`src/rtl/lrdc_pkg.sv`:
```
// ----------------------------------------------------------------------------
// lrdc_pkg
// Shared types, character codes and helpers for the reply deframer and checker.
// ----------------------------------------------------------------------------
`default_nettype none

package lrdc_pkg;

  // Line length bound; a line is cut once it holds MAX_LINE-2 bytes.
  localparam int MAX_LINE = 128;
  localparam int LEN_W    = $clog2(MAX_LINE);

  localparam logic [7:0]  CHR_CR    = 8'h0D;
  localparam logic [7:0]  CHR_LF    = 8'h0A;
  localparam logic [7:0]  CHR_SEMI  = 8'h3B;
  localparam logic [7:0]  CHK_MASK  = 8'h3F;
  localparam logic [7:0]  CHK_BASE  = 8'h30;
  localparam logic [15:0] HEAD_PP   = 16'h5050;
  localparam logic [15:0] HEAD_II   = 16'h4949;
  localparam logic [15:0] HEAD_VV   = 16'h5656;
  localparam logic [15:0] HEAD_99   = 16'h3939;
  localparam logic [15:0] CNT_MAX   = 16'hFFFF;

  // Configuration register map.
  localparam int          CFG_ADDR_W   = 3;
  localparam logic        REG_SCAN_EN  = 1'b0;

  typedef enum logic [2:0] {
    ST_OK       = 3'd0,
    ST_TOO_FEW  = 3'd1,
    ST_BAD_SUM  = 3'd2,
    ST_SCAN     = 3'd3,
    ST_NO_ID    = 3'd4
  } pkt_status_t;

  // One byte handed to the line core for processing.
  typedef struct packed {
    logic       valid;
    logic [7:0] rx_byte;
  } step_t;

  typedef struct packed {
    logic [2:0]  packet_status;
    logic [31:0] transaction_id;
    logic [15:0] bad_line;
    logic [15:0] line_count;
    logic [15:0] reply_status;
  } result_t;

  // Returns {is_hex, value} for an ASCII hex digit of either case.
  function automatic logic [4:0] hex_nibble(input logic [7:0] c);
    logic [7:0] d;
    d = 8'h00;
    if (c >= 8'h30 && c <= 8'h39) begin
      d = c - 8'h30;
      return {1'b1, d[3:0]};
    end else if (c >= 8'h61 && c <= 8'h66) begin
      d = c - 8'h57;
      return {1'b1, d[3:0]};
    end else if (c >= 8'h41 && c <= 8'h46) begin
      d = c - 8'h37;
      return {1'b1, d[3:0]};
    end
    return 5'd0;
  endfunction

endpackage

`default_nettype wire

```
`src/rtl/lrdc_line_core.sv`:
```
// ----------------------------------------------------------------------------
// lrdc_line_core
// Per-byte line splitter, echo parser and line check byte verifier.
// ----------------------------------------------------------------------------
`default_nettype none

module lrdc_line_core
  import lrdc_pkg::*;
(
  input  wire logic    clk,
  input  wire logic    rst_n,
  input  wire logic    scan_en,
  input  wire step_t   step,
  output logic         pkt_end,
  output logic         emit,
  output result_t      res
);

  logic [15:0]      line_index_r, line_index_nxt;
  logic [LEN_W-1:0] line_len_r, line_len_nxt;
  logic [7:0]       psum_r, psum_nxt;
  logic [7:0]       last_r, last_nxt;
  logic [7:0]       sec_last_r, sec_last_nxt;
  logic [15:0]      echo_head_r, echo_head_nxt;
  logic [15:0]      status_head_r, status_head_nxt;
  logic [31:0]      id_acc_r, id_acc_nxt;
  logic             id_seen_r, id_seen_nxt;
  logic             id_parsing_r, id_parsing_nxt;
  logic [15:0]      first_bad_r, first_bad_nxt;

  logic [7:0]       c;
  logic [LEN_W:0]   n;
  logic             ends;
  logic [4:0]       hex;
  logic             special;
  logic             add_sec;
  logic [7:0]       sum;
  logic [7:0]       chk;
  logic             line_ok;
  logic [15:0]      count;
  logic [15:0]      index_inc;
  logic             has_id;
  logic [15:0]      status_upd;
  logic [15:0]      echo_upd;
  logic [31:0]      acc_upd;
  logic             seen_upd;
  logic             parsing_upd;
  pkt_status_t      status;

  assign c       = step.rx_byte;
  assign n       = {1'b0, line_len_r} + 1'b1;
  assign ends    = (c == CHR_CR) || (c == CHR_LF) || (n >= (LEN_W+1)'(MAX_LINE - 1));
  assign pkt_end = ends && (line_len_r == '0) && (c == CHR_LF);
  assign hex     = hex_nibble(c);

  // Echo head, reply status head and transaction id follow every byte of
  // their line, the terminating byte included.
  always_comb begin
    echo_upd    = echo_head_r;
    status_upd  = status_head_r;
    acc_upd     = id_acc_r;
    seen_upd    = id_seen_r;
    parsing_upd = id_parsing_r;
    if (line_index_r == 16'd0) begin
      if (line_len_r == LEN_W'(0)) begin
        echo_upd = {c, 8'h00};
      end else if (line_len_r == LEN_W'(1)) begin
        echo_upd = {echo_head_r[15:8], c};
      end
      if (id_parsing_r) begin
        if (hex[4]) begin
          acc_upd = {id_acc_r[27:0], hex[3:0]};
        end else begin
          parsing_upd = 1'b0;
        end
      end else if (!id_seen_r && c == CHR_SEMI) begin
        seen_upd    = 1'b1;
        parsing_upd = 1'b1;
      end
    end else if (line_index_r == 16'd1) begin
      if (line_len_r == LEN_W'(0)) begin
        status_upd = {c, 8'h00};
      end else if (line_len_r == LEN_W'(1)) begin
        status_upd = {status_head_r[15:8], c};
      end
    end
  end

  // The check byte is the byte before the terminator; a semicolon right before
  // it is left out of the sum for the PP, II and VV commands.
  assign special = (echo_head_r == HEAD_PP) || (echo_head_r == HEAD_II) ||
                   (echo_head_r == HEAD_VV);
  assign add_sec = (line_len_r >= LEN_W'(2)) && !(special && sec_last_r == CHR_SEMI);
  assign sum     = psum_r + (add_sec ? sec_last_r : 8'h00);
  assign chk     = (sum & CHK_MASK) + CHK_BASE;
  assign line_ok = (line_len_r != LEN_W'(0)) && (chk == last_r);

  assign index_inc = (line_index_r == CNT_MAX) ? CNT_MAX : line_index_r + 16'd1;
  assign count     = index_inc;
  assign has_id    = seen_upd;

  always_comb begin
    priority if (line_index_r == 16'd0) begin
      status = ST_TOO_FEW;
    end else if (first_bad_r != 16'd0) begin
      status = ST_BAD_SUM;
    end else if (scan_en && status_upd == HEAD_99) begin
      status = ST_SCAN;
    end else if (!has_id) begin
      status = ST_NO_ID;
    end else begin
      status = ST_OK;
    end
  end

  assign emit = step.valid && pkt_end;

  always_comb begin
    res.packet_status  = status;
    res.transaction_id = has_id ? acc_upd : 32'd0;
    res.bad_line       = (status == ST_BAD_SUM) ? first_bad_r : 16'd0;
    res.line_count     = count;
    res.reply_status   = status_upd;
  end

  always_comb begin
    line_index_nxt  = line_index_r;
    line_len_nxt    = line_len_r;
    psum_nxt        = psum_r;
    last_nxt        = last_r;
    sec_last_nxt    = sec_last_r;
    echo_head_nxt   = echo_head_r;
    status_head_nxt = status_head_r;
    id_acc_nxt      = id_acc_r;
    id_seen_nxt     = id_seen_r;
    id_parsing_nxt  = id_parsing_r;
    first_bad_nxt   = first_bad_r;
    if (step.valid) begin
      if (!ends) begin
        echo_head_nxt   = echo_upd;
        status_head_nxt = status_upd;
        id_acc_nxt      = acc_upd;
        id_seen_nxt     = seen_upd;
        id_parsing_nxt  = parsing_upd;
        if (line_len_r >= LEN_W'(2)) begin
          psum_nxt = psum_r + sec_last_r;
        end
        sec_last_nxt = last_r;
        last_nxt     = c;
        line_len_nxt = n[LEN_W-1:0];
      end else if (pkt_end) begin
        line_index_nxt  = 16'd0;
        line_len_nxt    = '0;
        psum_nxt        = 8'h00;
        last_nxt        = 8'h00;
        sec_last_nxt    = 8'h00;
        echo_head_nxt   = 16'd0;
        status_head_nxt = 16'd0;
        id_acc_nxt      = 32'd0;
        id_seen_nxt     = 1'b0;
        id_parsing_nxt  = 1'b0;
        first_bad_nxt   = 16'd0;
      end else begin
        echo_head_nxt   = echo_upd;
        status_head_nxt = status_upd;
        id_acc_nxt      = acc_upd;
        id_seen_nxt     = seen_upd;
        id_parsing_nxt  = 1'b0;
        if (line_index_r != 16'd0 && !line_ok && first_bad_r == 16'd0) begin
          first_bad_nxt = line_index_r;
        end
        line_index_nxt = index_inc;
        line_len_nxt   = '0;
        psum_nxt       = 8'h00;
        last_nxt       = 8'h00;
        sec_last_nxt   = 8'h00;
      end
    end
  end

  always_ff @(posedge clk) begin
    if (!rst_n) begin
      line_index_r  <= 16'd0;
      line_len_r    <= '0;
      psum_r        <= 8'h00;
      last_r        <= 8'h00;
      sec_last_r    <= 8'h00;
      echo_head_r   <= 16'd0;
      status_head_r <= 16'd0;
      id_acc_r      <= 32'd0;
      id_seen_r     <= 1'b0;
      id_parsing_r  <= 1'b0;
      first_bad_r   <= 16'd0;
    end else begin
      line_index_r  <= line_index_nxt;
      line_len_r    <= line_len_nxt;
      psum_r        <= psum_nxt;
      last_r        <= last_nxt;
      sec_last_r    <= sec_last_nxt;
      echo_head_r   <= echo_head_nxt;
      status_head_r <= status_head_nxt;
      id_acc_r      <= id_acc_nxt;
      id_seen_r     <= id_seen_nxt;
      id_parsing_r  <= id_parsing_nxt;
      first_bad_r   <= first_bad_nxt;
    end
  end

endmodule

`default_nettype wire

```
`config.mk`:
```
export PLATFORM = sky130hd
export DESIGN_NAME = lrdc_line_core
export DESIGN_NICKNAME = d
export VERILOG_FILES = /design/src/rtl/lrdc_pkg.sv /design/src/rtl/lrdc_line_core.sv
export SDC_FILE = /design/constraint.sdc
export NUM_CORES = 1
export LEC_CHECK = 0
export ABC_AREA = 1
export BUFFER_PORTS_ARGS = -buffer_cell sky130_fd_sc_hd__clkbuf_2
export CELL_PAD_IN_SITES_DETAIL_PLACEMENT = 0
export CELL_PAD_IN_SITES_GLOBAL_PLACEMENT = 2
export CORE_ASPECT_RATIO = 0.9
export CORE_UTILIZATION = 35
export CTS_CLUSTER_DIAMETER = 80
export CTS_CLUSTER_SIZE = 28
export DETAILED_ROUTE_END_ITERATION = 6
export PLACE_DENSITY_LB_ADDON = 0.1
export REMOVE_ABC_BUFFERS = 1
export SETUP_SLACK_MARGIN = 0.2
export SYNTH_ARGS = -nofsm -noshare
export SYNTH_HDL_FRONTEND = slang
export SYNTH_SLANG_ARGS = --single-unit
```
`constraint.sdc`:
```
create_clock -name clk -period 6.8 [get_ports clk]
set_input_delay 0.34 -clock clk [delete_from_list [all_inputs] [get_ports clk]]
set_output_delay 0.34 -clock clk [all_outputs]
set_load 0.005 [all_outputs]
```
==> key figures, run 1 <==
Yosys
  • Synth Flop Type: sky130_fd_sc_hd__dfxtp_1
  • Cell type with the largest total area after synthesis: sky130_fd_sc_hd__dfxtp_1
  • Yosys warnings: 0
  • Post-Synthesis Cells: 1190
  • Netlist Area Pre-Place: 7780 sq um
  • Synth top area cells: sky130_fd_sc_hd__dfxtp_1 33%, sky130_fd_sc_hd__nand2_1 16%, sky130_fd_sc_hd__a21oi_1 7.3%
  • Async S/R FF share, synth: 0%
  • Cell with the most instances after synthesis: sky130_fd_sc_hd__nand2_1
  • Number of flops mapped to enable cells by yosys: 0
  • #FFs+latches synth: 127
  • Post-synthesis average cell area: 6.54 sq um
  • Yosys cell types: 56
  • Synth top cells by count: 326 x sky130_fd_sc_hd__nand2_1, 131 x sky130_fd_sc_hd__nor2_1, 130 x sky130_fd_sc_hd__inv_1
  • Yosys top cell area share: 32.7%
  • Share of the yosys chip area belonging to registers: 32.7%

STA
  • Transition time of the tightest slew-check pin: 1.11 ns
  • Post-route worst setup slack: 1.66 ns
  • Part of the cycle the worst path needs: 75.6%
  • Number of max-slew violations in the final report: 0
  • Max_slew headroom: 25.9%
  • Total of endpoints with negative setup slack in the final report: 0
  • Number of hold violations in the final report: 0
  • Setup clock skew after layout: 0.00930 ns
  • Setup repair after global routing missed its margin: false
  • Setup tns final: 0 ns
  • Post-route worst hold slack: 0.238 ns
  • Final period demand of the worst path: 5.14 ns
  • Highest achievable clock rate: 195 MHz

Placed design
  • Placed cells: 1523
  • Detailed placer's ending HPWL: 15.5 mm
  • Routability-driven placement congestion ratio: 0.804
  • Dpl ws: 1.67 ns
  • Buffers on Ports: 96

Global routing
  • Total global routing overflow: 0
  • Overall global routing resource usage: 20.5%
  • Largest net degree at the start of global routing: 69
  • First-pass GRT wire length: 37.4 mm
  • Number of global-route vias before repair: 7196
  • Initial antenna violation count: 0

Clock tree
  • Number of sinks on the clock net: 127
  • Number of buffers inserted by hold repair at cts: 0
  • TritonCTS clock tree: done
  • Root cell of the clock tree: sky130_fd_sc_hd__clkbuf_16
  • Clock-pin transition on the worst setup and hold timing paths: 0.06 ns
  • Cells resized by post-CTS repair: 0
  • H-tree depth: 4
  • Post-CTS Repair Setup Buffers: 0
  • CTS Buf Count: 17
  • Buffer depth of the longest clock path: 2
  • Worst-Skew Late Latency: 0.43 ns

Die
  • Die outline area: 22800 sq um
  • Starting utilization of the core area: 35.8%
  • Vertical extent of the die: 143 um
  • Core Region: 21700 sq um
  • I/O pins: 97
  • Site Rows: 51
  • Die extent in x: 159 um

Setup path
  • Type of origin of the critical path: flip-flop
  • CP max stage delay: 0.58 ns
  • Most used cell, CP: sky130_fd_sc_hd__nand2_1
  • Largest driver fanout on the critical path: 31
  • Slowest cell on the critical path: sky130_fd_sc_hd__nand2_1
  • Required time worst endpoint: 7.12 ns
  • Nature of the critical path endpoint: flip-flop
  • Kind of critical path: flip-flop to flip-flop
  • Arrival time of data at the critical path endpoint: 5.46 ns

Route
  • Starting DRT DRC Count: 542
  • Post-Route WL: 22.9 mm
  • TritonRoute pass-1 iters: 5
  • Average detailed-routed wire length per instance: 14.7 um
  • Antenna Nets Post-Route: 0
  • Number of remaining DRC errors: 0
  • Total via count after detailed routing: 7596
  • Vias per inst: 4.88

Flow run
  • Max-cap violations: 0

Finish
  • Nets@finish: 1287
  • Synthesis-to-layout area growth: 16.0%
  • Antenna Cells: 0
  • Post-route core utilization: 41.6%
  • Filler-free cell count of the finished design: 1555
  • Layout cells sized above 1: 16.0%

Power and ir drop
  • Max IR drop VDD: 0.143 mV
  • Areal power density over the cells: 216 nW/um^2
  • Leakage Power: 3.71 nW

Outcome
  • Outcome: completed

Worst hold path
  • Min-Delay Path Class: primary input to flip-flop
-- routing by layer --
layer	global-route usage, %	wire length (um)
met1	28.3	11600
met2	33.2	10300
met3	3.52	849
met4	4.81	192
met5	0	0
-- final cells by class --
cell class | instances | area (sq um)
Inverter | 148 | 559
Clock inverter | 14 | 214
Sequential cell | 127 | 2540
Multi-Input combinational cell | 858 | 4400
Timing Repair Buffer | 99 | 503
Tap cell | 291 | 364
Clock buffer | 18 | 439
Fill cell | 2368 | 12700
-- power by group --
| part | internal [W] | total [W] | switching [W] |
|---|---|---|---|
| registers | 0.000757 | 0.000771 | 0.0000134 |
| logic | 0.0000405 | 0.000145 | 0.000105 |
| clock network | 0.000660 | 0.00103 | 0.000372 |
-- cells by family after synthesis --
logic type	synth area share [%]
buffers and inverters	10.8
and+or+nand+nor	34.6
adders and majority gates	4.05
DFF	32.7
muxes	0.129
xor gates and xnor gates	1.75
AOI/OAI and AO/OA	16.0
-- sequential cells by signal, indices dropped and copies added, names as in the netlist --
register and flops:
echo_head_r 16, first_bad_r 16, id_acc_r 32, id_parsing_r 1, id_seen_r 1, last_r 8, line_index_r 16, line_len_r 7
psum_r 6, sec_last_r 8, status_head_r 16
-- worst paths after layout --
kind | startpoint | to | slack (ns) | depth (start not counted)
worst max register to register | line_len_r[0] | first_bad_r[3] | 1.66 | 26
worst min register to register | status_head_r[9] | status_head_r[9] | 0.47 | 2
worst max-delay path | line_len_r[0] | first_bad_r[3] | 1.66 | 26
worst min-delay path | step[4] | last_r[4] | 0.24 | 3
-- placed cells by master (no fill, tap or decap), drive strengths merged, types with 5 or more instances in the layout --
| cell | netlist | routed |
|---|---|---|
| or2 | 12 | 12 |
| clkbuf | 29 | 114 |
| o221ai | 5 | 5 |
| nand3b | 5 | 5 |
| nand4 | 13 | 13 |
| bufinv | 0 | 5 |
| xor2 | 8 | 8 |
| o21ai | 46 | 46 |
| nor2 | 151 | 151 |
| nor4 | 8 | 8 |
| dfxtp | 127 | 127 |
| xnor2 | 5 | 5 |
| o22ai | 25 | 25 |
| ha | 22 | 22 |
| nand3 | 58 | 58 |
| clkinv | 1 | 7 |
| nor3 | 17 | 17 |
| o32ai | 7 | 7 |
| nand2 | 337 | 337 |
| inv | 147 | 147 |
| a21oi | 116 | 116 |
-- through the flow --
step,instance area [sq um],power (W)
6_report,9020,0.00195
2_1_floorplan,7500,0.000877
5_1_grt,9020,0.00202
4_1_cts,9020,0.00197
3_3_place_gp,8370,0.000933
3_5_place_dp,8370,0.000933
-- critical path: cells and delay by family (launching register included) --
kind / cells / cell delay [ns]
simple gates: 15 / 2.41
compound gates: 5 / 0.93
fa+ha+maj: 3 / 0.87
flops: 1 / 0.38
buf+inv: 2 / 0.27
xor+xnor: 1 / 0.15
(Power assumes the default switching activity.)
==> run 2, diff against run 1 <==
- CORE_UTILIZATION: 35 -> 32
- clock period: 6.8 -> 5 ns (I/O delays scaled with it)
==> run 2 against run 1 <==
Compared with the run above:
- the run now ends with DRC left
- cell area is essentially flat
- power grew 31%
- global-route usage shrank 1.1 points
- clock skew is essentially flat
- wire length grew 3.5%
- sequential power grew 36%
- critical endpoint is now first_bad_r[9]
- largest cell class unchanged
- largest power group unchanged
==> key figures, run 2 (synthesis gave the netlist of run 1 again) <==
Global routing
  • Overall global routing resource usage: 19.3%
  • Number of global-route vias before repair: 7071
  • Total global routing overflow: 0
  • Largest net degree at the start of global routing: 61
  • First-pass GRT wire length: 38.1 mm
  • Initial antenna violation count: 0

Route
  • Post-Route WL: 23.7 mm
  • Average detailed-routed wire length per instance: 15.1 um
  • Number of remaining DRC errors: 2
  • Total via count after detailed routing: 7600
  • Antenna Nets Post-Route: 0
  • Vias per inst: 4.84
  • Starting DRT DRC Count: 454
  • TritonRoute pass-1 iters: 7

Setup path
  • Arrival time of data at the critical path endpoint: 4.57 ns
  • Most used cell, CP: sky130_fd_sc_hd__nand2_1
  • CP max stage delay: 0.42 ns
  • Slowest cell on the critical path: sky130_fd_sc_hd__dfxtp_1
  • Crit path buffers/inverters: 1
  • Nature of the critical path endpoint: flip-flop
  • Kind of critical path: flip-flop to flip-flop
  • Type of origin of the critical path: flip-flop
  • Required time worst endpoint: 5.31 ns
  • Largest driver fanout on the critical path: 31
  • Kind of cell adding the most delay to the critical path: simple AND/OR/NAND/NOR gates

Die
  • Core Region: 23600 sq um
  • Site Rows: 53
  • Vertical extent of the die: 150 um
  • Die extent in x: 166 um
  • Die outline area: 24900 sq um
  • I/O pins: 97
  • Starting utilization of the core area: 32.9%

Clock tree
  • CTS Buf Count: 17
  • Worst-Skew Late Latency: 0.42 ns
  • TritonCTS clock tree: done
  • Root cell of the clock tree: sky130_fd_sc_hd__clkbuf_16
  • H-tree depth: 4
  • Buffer depth of the longest clock path: 2
  • Number of sinks on the clock net: 127
  • Clock-pin transition on the worst setup and hold timing paths: 0.06 ns

Power and ir drop
  • Sequential power share: 41.1%
  • Switching power total: 0.000674 W
  • Max IR drop VDD: 0.195 mV
  • Share of power burned in combinational logic: 8.0%
  • Leakage Power: 3.70 nW
  • Internal portion of total power: 0.00187 W
  • Portion of total power attributed to the clock network: 50.9%
  • Areal power density over the cells: 282 nW/um^2
  • Net switching share of the total power: 26.5%

Outcome
  • Violated checks: DRC
  • Outcome: finished, violations left

Flow run
  • Max-cap violations: 0

Worst hold path
  • Min-Delay Path Class: primary input to flip-flop

Finish
  • Final cell area excluding filler cells: 9030 sq um
  • Register with the highest flop count: id_acc_r
  • Synthesis-to-layout area growth: 16.1%
  • Top library cells by usage in the layout, fill and taps aside: 325 x sky130_fd_sc_hd__nand2_1, 131 x sky130_fd_sc_hd__nor2_1, 129 x sky130_fd_sc_hd__inv_1
  • Most common cell after layout, fill and taps aside: sky130_fd_sc_hd__nand2_1
  • Flip-flop count of the largest register after layout: 32
  • Antenna Cells: 0
  • Nets@finish: 1291
  • Layout cells sized above 1: 16.3%
  • FILL cells: 2616

STA
  • Number of max-slew violations in the final report: 0
  • Setup clock skew after layout: 0.00937 ns
  • Setup repair after global routing missed its margin: false
  • Max_slew headroom: 24.5%
  • Post-route worst hold slack: 0.145 ns
  • Setup tns final: 0 ns
  • Total of endpoints with negative setup slack in the final report: 0
  • Highest achievable clock rate: 235 MHz
  • Part of the cycle the worst path needs: 85.1%
  • Transition time of the tightest slew-check pin: 1.13 ns
  • Number of hold violations in the final report: 0
  • Post-route worst setup slack: 0.744 ns
  • Final period demand of the worst path: 4.26 ns

Placed design
  • Area of placed instances: 8400 sq um
  • Routability-driven placement congestion ratio: 0.772
  • Dpl ws: 0.407 ns
  • Detailed placer's ending HPWL: 16.3 mm
  • Buffers on Ports: 96
-- run 2: area by class of cell --
| type | count | area (sq um) | share of cell area (%) |
|---|---|---|---|
| repair buffers | 103 | 537 | 5.95 |
| inverters | 148 | 559 | 6.19 |
| clock inverters | 13 | 164 | 1.82 |
| well taps | 302 | 378 | 4.19 |
| multi-input cells | 858 | 4420 | 48.9 |
| clock buffers | 19 | 433 | 4.79 |
| flip-flops and latches | 127 | 2540 | 28.2 |
-- run 2: path summary, 6_finish.rpt --
path	startpoint	cells after the start	to	slack (ns)
hold / removal	step[5]	3	last_r[5]	0.15
setup reg to reg	sec_last_r[5]	28	first_bad_r[9]	0.74
hold reg to reg	echo_head_r[14]	2	echo_head_r[14]	0.47
setup / recovery	sec_last_r[5]	28	first_bad_r[9]	0.74
-- run 2: tightest hold or removal path: cells and delay by family --
| kind | cells | cell delay, ns |
|---|---|---|
| buffers and inverters | 1 | 0.13 |
| and+or+nand+nor | 1 | 0.08 |
| AOI/OAI and AO/OA | 1 | 0.05 |
-- run 2: timing repair --
item | 4_1_cts | 5_1_grt
gates resized for setup | 0 | 5
setup buffers | 0 | 1
endpoints found under the setup margin | 0 | 16
hold buffers | 0 | 0
-- run 2: per-layer routing --
layer | global-route usage (%) | wire length, um
met1 | 26.9 | 12100
met2 | 31.0 | 10500
met3 | 3.33 | 831
met4 | 4.86 | 275
met5 | 0 | 0
-- run 2: power groups by stage --
| stage | logic (W) | registers (W) | clock network [W] |
|---|---|---|---|
| after CTS | 0.000203 | 0.00105 | 0.00133 |
| after global routing | 0.000228 | 0.00105 | 0.00137 |
| after detailed placement | 0.000202 | 0.00107 | 0 |
| after global placement | 0.000204 | 0.00107 | 0 |
| final | 0.000203 | 0.00105 | 0.00130 |
| after floorplan | 0.000129 | 0.00106 | 0 |
-- run 2: metrics by stage --
stage	std cells	total power (W)	utilization [%]
global route	1570	0.00265	38.2
CTS	1569	0.00258	38.1
global placement	1537	0.00127	35.6
detailed placement	1537	0.00127	35.6
finish	1570	0.00255	38.2
floorplan	1133	0.00119	-
